$ cat src/hw/rtl/assert_macros.svh
// Assertion macros for the RTL files; sha1s_ctrl.sv includes them.
`ifndef ASSERT_MACROS_SVH
`define ASSERT_MACROS_SVH

`ifndef SYNTH
`define SHA1S_ASSERT(label, clk, rst, prop, msg) \
   label: assert property (@(posedge clk) disable iff (rst) prop) else $error(msg);
`define SHA1S_ASSERT_NR(label, clk, prop, msg) \
   label: assert property (@(posedge clk) prop) else $error(msg);
`else
`define SHA1S_ASSERT(label, clk, rst, prop, msg)
`define SHA1S_ASSERT_NR(label, clk, prop, msg)
`endif

`endif

$ cat src/hw/rtl/sha1s_pkg.sv
package sha1s_pkg;

   typedef struct packed {
      logic [7:0] data_byte;
      logic       byte_present;
      logic       last;
   } req_type;

   typedef struct packed {
      logic [31:0] digest_word;
      logic [2:0]  word_index;
      logic        final_word;
   } rsp_type;

   typedef enum logic [1:0] {
      SEL_DATA,
      SEL_PAD,
      SEL_ZERO,
      SEL_LEN
   } byte_sel_type;

   typedef enum logic [1:0] {
      STG_CHOOSE,
      STG_PARITY_LO,
      STG_MAJORITY,
      STG_PARITY_HI
   } stage_type;

   typedef struct packed {
      logic         wr_en;
      byte_sel_type byte_sel;
      logic         count_inc;
      logic         load_vars;
      logic         round_en;
      stage_type    stage;
      logic         finalize;
      logic         init;
      logic [2:0]   word_index;
   } cmd_type;

   typedef struct packed {
      logic [5:0] fill;
   } sts_type;

   localparam logic [31:0] K_CHOOSE    = 32'h5a827999;
   localparam logic [31:0] K_PARITY_LO = 32'h6ed9eba1;
   localparam logic [31:0] K_MAJORITY  = 32'h8f1bbcdc;
   localparam logic [31:0] K_PARITY_HI = 32'hca62c1d6;

   localparam logic [31:0] IV_WORDS [5] = '{
      32'h67452301, 32'hefcdab89, 32'h98badcfe, 32'h10325476, 32'hc3d2e1f0
   };

   localparam logic [7:0] PAD_BYTE   = 8'h80;
   localparam logic [5:0] LAST_POS   = 6'h3f;
   localparam logic [5:0] LEN_POS    = 6'd56;
   localparam logic [6:0] LAST_ROUND = 7'd79;
   localparam logic [2:0] LAST_WORD  = 3'd4;

endpackage

$ cat src/hw/rtl/sha1s_datapath.sv
module sha1s_datapath
   import sha1s_pkg::*;
(
   input  logic    clock,
   input  logic    reset,
   input  cmd_type cmd,
   input  logic [7:0] data_byte,
   output sts_type sts,
   output rsp_type rsp_data
);

   logic [31:0] chain_ff [5];
   logic [31:0] chain_in [5];
   logic [31:0] vars_ff [5];
   logic [31:0] vars_in [5];
   logic [31:0] sched_ff [16];
   logic [60:0] count_ff;
   logic [60:0] count_in;
   logic [5:0]  fill_ff;
   logic [5:0]  fill_in;
   logic [63:0] bit_len;
   logic [7:0]  wr_byte;
   logic [31:0] func_f;
   logic [31:0] round_k;
   logic [31:0] round_sum;
   logic [31:0] sched_new;

   function automatic logic [31:0] rotl(input logic [31:0] x, input int unsigned n);
      logic [63:0] dbl;
      dbl = {x, x} << n;
      return dbl[63:32];
   endfunction

   assign bit_len = {count_ff, 3'b000};

   always_comb begin
      case (cmd.byte_sel)
         SEL_DATA: wr_byte = data_byte;
         SEL_PAD:  wr_byte = PAD_BYTE;
         SEL_ZERO: wr_byte = 8'h00;
         SEL_LEN:  wr_byte = bit_len[{~fill_ff[2:0], 3'b000} +: 8];
         default:  wr_byte = 8'h00;
      endcase
   end

   always_comb begin
      case (cmd.stage)
         STG_CHOOSE: begin
            func_f  = vars_ff[3] ^ (vars_ff[1] & (vars_ff[2] ^ vars_ff[3]));
            round_k = K_CHOOSE;
         end
         STG_PARITY_LO: begin
            func_f  = vars_ff[1] ^ vars_ff[2] ^ vars_ff[3];
            round_k = K_PARITY_LO;
         end
         STG_MAJORITY: begin
            func_f  = (vars_ff[1] & vars_ff[2]) | (vars_ff[3] & (vars_ff[1] | vars_ff[2]));
            round_k = K_MAJORITY;
         end
         STG_PARITY_HI: begin
            func_f  = vars_ff[1] ^ vars_ff[2] ^ vars_ff[3];
            round_k = K_PARITY_HI;
         end
         default: begin
            func_f  = '0;
            round_k = '0;
         end
      endcase
   end

   assign round_sum = rotl(vars_ff[0], 5) + func_f + vars_ff[4] + round_k + sched_ff[0];
   assign sched_new = rotl(sched_ff[13] ^ sched_ff[8] ^ sched_ff[2] ^ sched_ff[0], 1);

   always_comb begin
      chain_in = chain_ff;
      vars_in  = vars_ff;
      count_in = count_ff;
      fill_in  = fill_ff;
      if (cmd.wr_en) begin
         fill_in = fill_ff + 6'd1;
      end
      if (cmd.count_inc) begin
         count_in = count_ff + 61'd1;
      end
      if (cmd.load_vars) begin
         vars_in = chain_ff;
      end
      if (cmd.round_en) begin
         vars_in[0] = round_sum;
         vars_in[1] = vars_ff[0];
         vars_in[2] = rotl(vars_ff[1], 30);
         vars_in[3] = vars_ff[2];
         vars_in[4] = vars_ff[3];
      end
      if (cmd.finalize) begin
         for (int i = 0; i < 5; i++) begin
            chain_in[i] = chain_ff[i] + vars_ff[i];
         end
      end
      if (cmd.init) begin
         chain_in = IV_WORDS;
         count_in = '0;
      end
   end

   always_ff @(posedge clock) begin
      if (reset) begin
         chain_ff <= IV_WORDS;
         vars_ff  <= '{default: '0};
         count_ff <= '0;
         fill_ff  <= '0;
      end else begin
         chain_ff <= chain_in;
         vars_ff  <= vars_in;
         count_ff <= count_in;
         fill_ff  <= fill_in;
      end
   end

   always_ff @(posedge clock) begin
      if (cmd.wr_en) begin
         sched_ff[fill_ff[5:2]][{~fill_ff[1:0], 3'b000} +: 8] <= wr_byte;
      end else if (cmd.round_en) begin
         for (int i = 0; i < 15; i++) begin
            sched_ff[i] <= sched_ff[i + 1];
         end
         sched_ff[15] <= sched_new;
      end
   end

   assign sts.fill = fill_ff;

   assign rsp_data.digest_word = chain_ff[cmd.word_index];
   assign rsp_data.word_index  = cmd.word_index;
   assign rsp_data.final_word  = (cmd.word_index == LAST_WORD);

endmodule

$ cat src/hw/rtl/sha1s_ctrl.sv
`include "assert_macros.svh"

module sha1s_ctrl
   import sha1s_pkg::*;
(
   input  logic    clock,
   input  logic    reset,
   input  logic    req_valid,
   output logic    req_stall,
   input  req_type req_data,
   output logic    rsp_valid,
   input  logic    rsp_stall,
   input  sts_type sts,
   output cmd_type cmd
);

   typedef enum logic [6:0] {
      S_IDLE  = 7'b0000001,
      S_ROUND = 7'b0000010,
      S_FINAL = 7'b0000100,
      S_PAD   = 7'b0001000,
      S_ZERO  = 7'b0010000,
      S_LEN   = 7'b0100000,
      S_EMIT  = 7'b1000000
   } state_type;

   state_type  state_ff;
   state_type  state_in;
   state_type  ret_ff;
   state_type  ret_in;
   logic [6:0] round_ff;
   logic [6:0] round_in;
   logic [2:0] widx_ff;
   logic [2:0] widx_in;
   stage_type  stage;

   always_comb begin
      case (round_ff) inside
         [7'd0:7'd19]:  stage = STG_CHOOSE;
         [7'd20:7'd39]: stage = STG_PARITY_LO;
         [7'd40:7'd59]: stage = STG_MAJORITY;
         default:       stage = STG_PARITY_HI;
      endcase
   end

   always_comb begin
      cmd            = '0;
      cmd.byte_sel   = SEL_DATA;
      cmd.stage      = stage;
      cmd.word_index = widx_ff;
      state_in       = state_ff;
      ret_in         = ret_ff;
      round_in       = round_ff;
      widx_in        = widx_ff;
      req_stall      = 1'b1;
      rsp_valid      = 1'b0;
      case (state_ff)
         S_IDLE: begin
            req_stall = 1'b0;
            if (req_valid) begin
               if (req_data.byte_present) begin
                  cmd.wr_en     = 1'b1;
                  cmd.count_inc = 1'b1;
               end
               if (req_data.byte_present && sts.fill == LAST_POS) begin
                  cmd.load_vars = 1'b1;
                  round_in      = '0;
                  state_in      = S_ROUND;
                  ret_in        = req_data.last ? S_PAD : S_IDLE;
               end else if (req_data.last) begin
                  state_in = S_PAD;
               end
            end
         end
         S_ROUND: begin
            cmd.round_en = 1'b1;
            round_in     = round_ff + 7'd1;
            if (round_ff == LAST_ROUND) begin
               state_in = S_FINAL;
            end
         end
         S_FINAL: begin
            cmd.finalize = 1'b1;
            state_in     = ret_ff;
         end
         S_PAD: begin
            cmd.wr_en    = 1'b1;
            cmd.byte_sel = SEL_PAD;
            state_in     = S_ZERO;
            if (sts.fill == LAST_POS) begin
               cmd.load_vars = 1'b1;
               round_in      = '0;
               state_in      = S_ROUND;
               ret_in        = S_ZERO;
            end
         end
         S_ZERO: begin
            if (sts.fill == LEN_POS) begin
               state_in = S_LEN;
            end else begin
               cmd.wr_en    = 1'b1;
               cmd.byte_sel = SEL_ZERO;
               if (sts.fill == LAST_POS) begin
                  cmd.load_vars = 1'b1;
                  round_in      = '0;
                  state_in      = S_ROUND;
                  ret_in        = S_ZERO;
               end
            end
         end
         S_LEN: begin
            cmd.wr_en    = 1'b1;
            cmd.byte_sel = SEL_LEN;
            if (sts.fill == LAST_POS) begin
               cmd.load_vars = 1'b1;
               round_in      = '0;
               state_in      = S_ROUND;
               ret_in        = S_EMIT;
            end
         end
         S_EMIT: begin
            rsp_valid = 1'b1;
            if (!rsp_stall) begin
               if (widx_ff == LAST_WORD) begin
                  cmd.init = 1'b1;
                  widx_in  = '0;
                  state_in = S_IDLE;
               end else begin
                  widx_in = widx_ff + 3'd1;
               end
            end
         end
         default: begin
            state_in = S_IDLE;
         end
      endcase
   end

   always_ff @(posedge clock) begin
      if (reset) begin
         state_ff <= S_IDLE;
         ret_ff   <= S_IDLE;
         round_ff <= '0;
         widx_ff  <= '0;
      end else begin
         state_ff <= state_in;
         ret_ff   <= ret_in;
         round_ff <= round_in;
         widx_ff  <= widx_in;
      end
   end

   `SHA1S_ASSERT(a_round_exit, clock, reset, (state_ff == S_ROUND && round_ff == LAST_ROUND) |=> (state_ff == S_FINAL), "Compression did not finish after the last round.")
   `SHA1S_ASSERT(a_emit_aligned, clock, reset, (state_ff == S_EMIT) |-> (sts.fill == 6'd0), "Digest emitted with a partly filled block.")
   `SHA1S_ASSERT(a_last_leaves_idle, clock, reset, (state_ff == S_IDLE && req_valid && req_data.last) |=> (state_ff != S_IDLE), "Final request did not start padding.")
   `SHA1S_ASSERT(a_word_range, clock, reset, rsp_valid |-> (widx_ff <= LAST_WORD), "Digest word index out of range.")
   `SHA1S_ASSERT_NR(a_reset_idle, clock, reset |=> (state_ff == S_IDLE && widx_ff == 3'd0), "Controller not idle after reset.")

endmodule

$ cat src/hw/rtl/sha1_stream_hasher.sv
// A request without a completed block is accepted while idle and its byte, if present,
// is stored; a request that fills a block loads the working variables, runs 80 rounds,
// one per cycle, and folds them into the chaining value while requests stall. A final
// request adds the padding byte, zero bytes up to the length field, the length bytes,
// one or two compressions, and five digest responses, one per cycle when not stalled.
// Synchronous active-high reset returns the chaining value to the initial constants,
// clears the byte count and leaves the block idle and ready for a request.
module sha1_stream_hasher
   import sha1s_pkg::*;
(
   input  logic    clock,
   input  logic    reset,
   input  logic    req_valid,
   output logic    req_stall,
   input  req_type req_data,
   output logic    rsp_valid,
   input  logic    rsp_stall,
   output rsp_type rsp_data
);

   cmd_type cmd;
   sts_type sts;

   sha1s_ctrl u_ctrl (
      .clock     (clock),
      .reset     (reset),
      .req_valid (req_valid),
      .req_stall (req_stall),
      .req_data  (req_data),
      .rsp_valid (rsp_valid),
      .rsp_stall (rsp_stall),
      .sts       (sts),
      .cmd       (cmd)
   );

   sha1s_datapath u_datapath (
      .clock     (clock),
      .reset     (reset),
      .cmd       (cmd),
      .data_byte (req_data.data_byte),
      .sts       (sts),
      .rsp_data  (rsp_data)
   );

endmodule
$ cat config.mk
export PLATFORM = sky130hd
export DESIGN_NAME = sha1_stream_hasher
export DESIGN_NICKNAME = d
export VERILOG_FILES = /design/src/hw/rtl/sha1s_pkg.sv /design/src/hw/rtl/sha1s_datapath.sv /design/src/hw/rtl/sha1s_ctrl.sv /design/src/hw/rtl/sha1_stream_hasher.sv
export VERILOG_INCLUDE_DIRS = /design/src /design/src/hw/rtl
export SDC_FILE = /design/constraint.sdc
export NUM_CORES = 2
export LEC_CHECK = 0
export BUFFER_PORTS_ARGS = -buffer_cell sky130_fd_sc_hd__clkbuf_2
export CAP_MARGIN = 40
export CORE_AREA = 4 4 368 370
export CTS_CLUSTER_SIZE = 25
export DETAILED_ROUTE_END_ITERATION = 7
export DIE_AREA = 0 0 372 374
export PLACE_DENSITY = 0.56
export RECOVER_POWER = 100
export SLEW_MARGIN = 20
export SYNTH_ARGS = -nofsm -noshare
export SYNTH_HDL_FRONTEND = slang
export SYNTH_SLANG_ARGS = --single-unit
$ cat constraint.sdc
create_clock -name clock -period 11.4 [get_ports clock]
set_input_delay 2.28 -clock clock [delete_from_list [all_inputs] [get_ports clock]]
set_output_delay 2.28 -clock clock [all_outputs]
set_load 0.05 [all_outputs]
==> out/metrics.csv <==
metric;value;unit
outcome;finished, violations left;
failed_checks;max-capacitance violations, max-slew violations;
min_path_type;flip-flop to flip-flop;
yosysSeqAreaShare;44.8;%
required;11.95;ns
antenna_found_initial;0;
async_flop_share;0;%
overflow;0;
initial_core_util;39.6;%
die_width;372;um
cts_buffers;100;
endpoint_kind;flip-flop;
grt_setup_unrepaired;no;
grtUsageMet3;2.93;%
final_common_cell;a21o_1;
utilization;43.6;%
power_density;129;nW/um^2
clock_latency;0.73;ns
clockBufferDepth;3;
synth_cells;5258;
dieArea;139000;sq um
clkSlewWorstSetupHoldPaths;0.06;ns
fmax;0.112;GHz
drive_gt1_share;5.86;%
setup_viol;0;
rows;134;
htreeDepth;3;
worst_r2r_path_depth;14;
finalHoldViolations;0;
worstPathMaxFanout;56;
via_per_inst;5.63;
synth-edff-count;512;
port_buffers;51;
drv_cap;25;
hold_path_depth;2;
final_cell_mix;a21o_1 (564), nand2_1 (535), edfxtp_1 (512), dfxtp_1 (407), a21oi_1 (361);
fin_crit_sh;78.5;%
route.detailed.drc;0;
num_vias;39971;
path_class;flip-flop to flip-flop;
grt.total_usage;22.2;%
gp_congestion;0.853;
ys_warn_count;0;
yosysTopAreaCell;edfxtp_1;
synth-main-ff-cell;edfxtp_1;
nets;5622;
postCtsResizedCells;0;
synth_area_leaders;edfxtp_1 (29%), dfxtp_1 (16%), a21o_1 (8.1%);
syn-num-nets;5636;
cp-start-kind;flip-flop;
drt_pass1_iterations;6;
routed_wl;157000;um
cts_tree;yes;
synth_area;52500;sq um
io_pins;52;
synth_cell_types;83;
routedWlPerCell;22.1;um
placed_area;55100;sq um
slew_viol_final;1186;
fin_skew;0.0360;ns
die_y;374;um
areaGrowthSynthToFinish;10.3;%
ctsHoldBuffers;0;
first_global_vias;38340;
fin_area;57900;sq um
synth_top_cell_area_share;29.3;%
ant_nets;0;
drt_iter0_markers;3531;
dp_hpwl;110000;um
arrival;9.50;ns
syn_area_per_cell;9.98;sq um
grt_max_degree;176;
reg2reg_slack;2.46;ns
cts_sinks;920;
grt_pass1_wl;240000;um
root_buffer;clkbuf_16;
synth-seq-cells;920;
use_met2;35.1;%
fin_setup_tns;0;ns
p_leak;25.3;nW
irDropWorstVdd;0.116;mV
slew_headroom;-148;%
finalCriticalPeriod;8.94;ns
worst_pin_slew;3.72;ns
core_area;133000;sq um
use_met1;31.6;%
cts_setup_buffers;0;
grt_busiest_layer;met2;
## final timing paths
kind | endpoint | start
hold / removal | u_ctrl.ret_ff[3]$_SDFFE_PP0P_ | u_ctrl.ret_ff[3]$_SDFFE_PP0P_
hold reg to reg | u_ctrl.ret_ff[3]$_SDFFE_PP0P_ | u_ctrl.ret_ff[3]$_SDFFE_PP0P_
setup reg to reg | u_datapath.vars_ff[131]$_SDFFE_PP0P_ | u_datapath.sts[0]$_SDFFE_PP0P_
setup / recovery | u_datapath.vars_ff[131]$_SDFFE_PP0P_ | u_datapath.sts[0]$_SDFFE_PP0P_
## through the flow
step / hold WS, ns / std cells / total power, mW / setup slack (ns)
after detailed placement: 0.458 / 6904 / 4.22 / 3.38
after floorplan: 0.433 / 5258 / 4.04 / 4.49
after CTS: 0.468 / 7088 / 7.53 / 3.35
after global placement: 0.447 / 6866 / 4.20 / 3.57
after global routing: 0.490 / 7094 / 7.71 / 1.81
final: 0.466 / 7095 / 7.44 / 2.46
## power breakdown
part           switching [mW]  leakage (nW)  total, mW  internal (mW)
combinational           0.327          15.7      0.549          0.222
sequential             0.0168          8.04       3.58           3.56
clock                    1.45          1.60       3.31           1.87
## Yosys cell counts, drive strengths merged, types with 13 or more instances
| cell type | instances |
|---|---|
| o211ai | 55 |
| a21oi | 363 |
| nor2b | 50 |
| buf | 49 |
| a311oi | 15 |
| a31oi | 27 |
| xor2 | 118 |
| ha | 271 |
| and3 | 31 |
| clkbuf | 272 |
| fa | 93 |
| edfxtp | 512 |
| dfxtp | 408 |
| nand2b | 20 |
| nand3 | 73 |
| or3 | 21 |
| a221oi | 25 |
| nor2 | 292 |
| o22ai | 22 |
| and4 | 15 |
| a221o | 14 |
| o21ai | 206 |
| and2 | 44 |
| o21bai | 20 |
| o21a | 39 |
| nand2 | 535 |
| xnor2 | 219 |
| nand4 | 38 |
| a211oi | 37 |
| mux2i | 52 |
| inv | 341 |
| a21o | 564 |
| nor3 | 61 |
| o31ai | 37 |
| or2 | 13 |
| a22oi | 136 |
| mux4 | 45 |
## logic make-up after synthesis
group | Yosys count | synth area share (%)
AO/OA/AOI/OAI | 1647 | 21.1
XOR/XNOR | 337 | 5.62
adder cells (fa/ha/maj) | 365 | 10.0
buffers and inverters | 662 | 4.81
flip-flops | 920 | 44.8
multiplexers | 99 | 2.97
AND/OR/NAND/NOR | 1228 | 10.6
## state kept, by name, summed over array words and instances, names as in the netlist
signal,cells
u_datapath.vars_ff,160
u_datapath.sched_ff,512
u_ctrl.round_ff,7
u_datapath.chain_ff,160
u_datapath.sts,6
u_ctrl.ret_ff,4
u_datapath.count_ff,61
u_ctrl.widx_ff,3
u_ctrl.state_ff,7
## metal layers
layer | vias up | share of wire, %
met5 | - | 0
li1 | 18816 | -
met2 | 1120 | 46
met4 | 0 | 3.0
met1 | 19797 | 45
met3 | 238 | 5.5
## final cells by class
cell class                 count  area [sq um]
fill                       12788         74700
sequential                   920         23500
clock inverter                56           581
multi-input combinational   3676         26500
antenna                        1          2.50
timing repair buffer         205          1070
inverter                     341          1280
tap                         1768          2210
clock buffer                 128          2740
## worst max-delay path, cell delays in order (launching register included)
cell and delay (ns):
dfxtp_1 0.30, clkbuf_1 1.22, inv_1 0.48, ha_1 0.38, nand4_1 0.20, nand2b_1 0.14, nor2b_1 0.27, o21ai_0 0.12
clkbuf_1 0.48, nor2b_2 0.24, clkbuf_1 2.27, nor2_4 0.31, clkbuf_1 1.50, a221oi_1 0.71, nor2_1 0.07
Note: power is estimated with default switching activity, not from simulation.
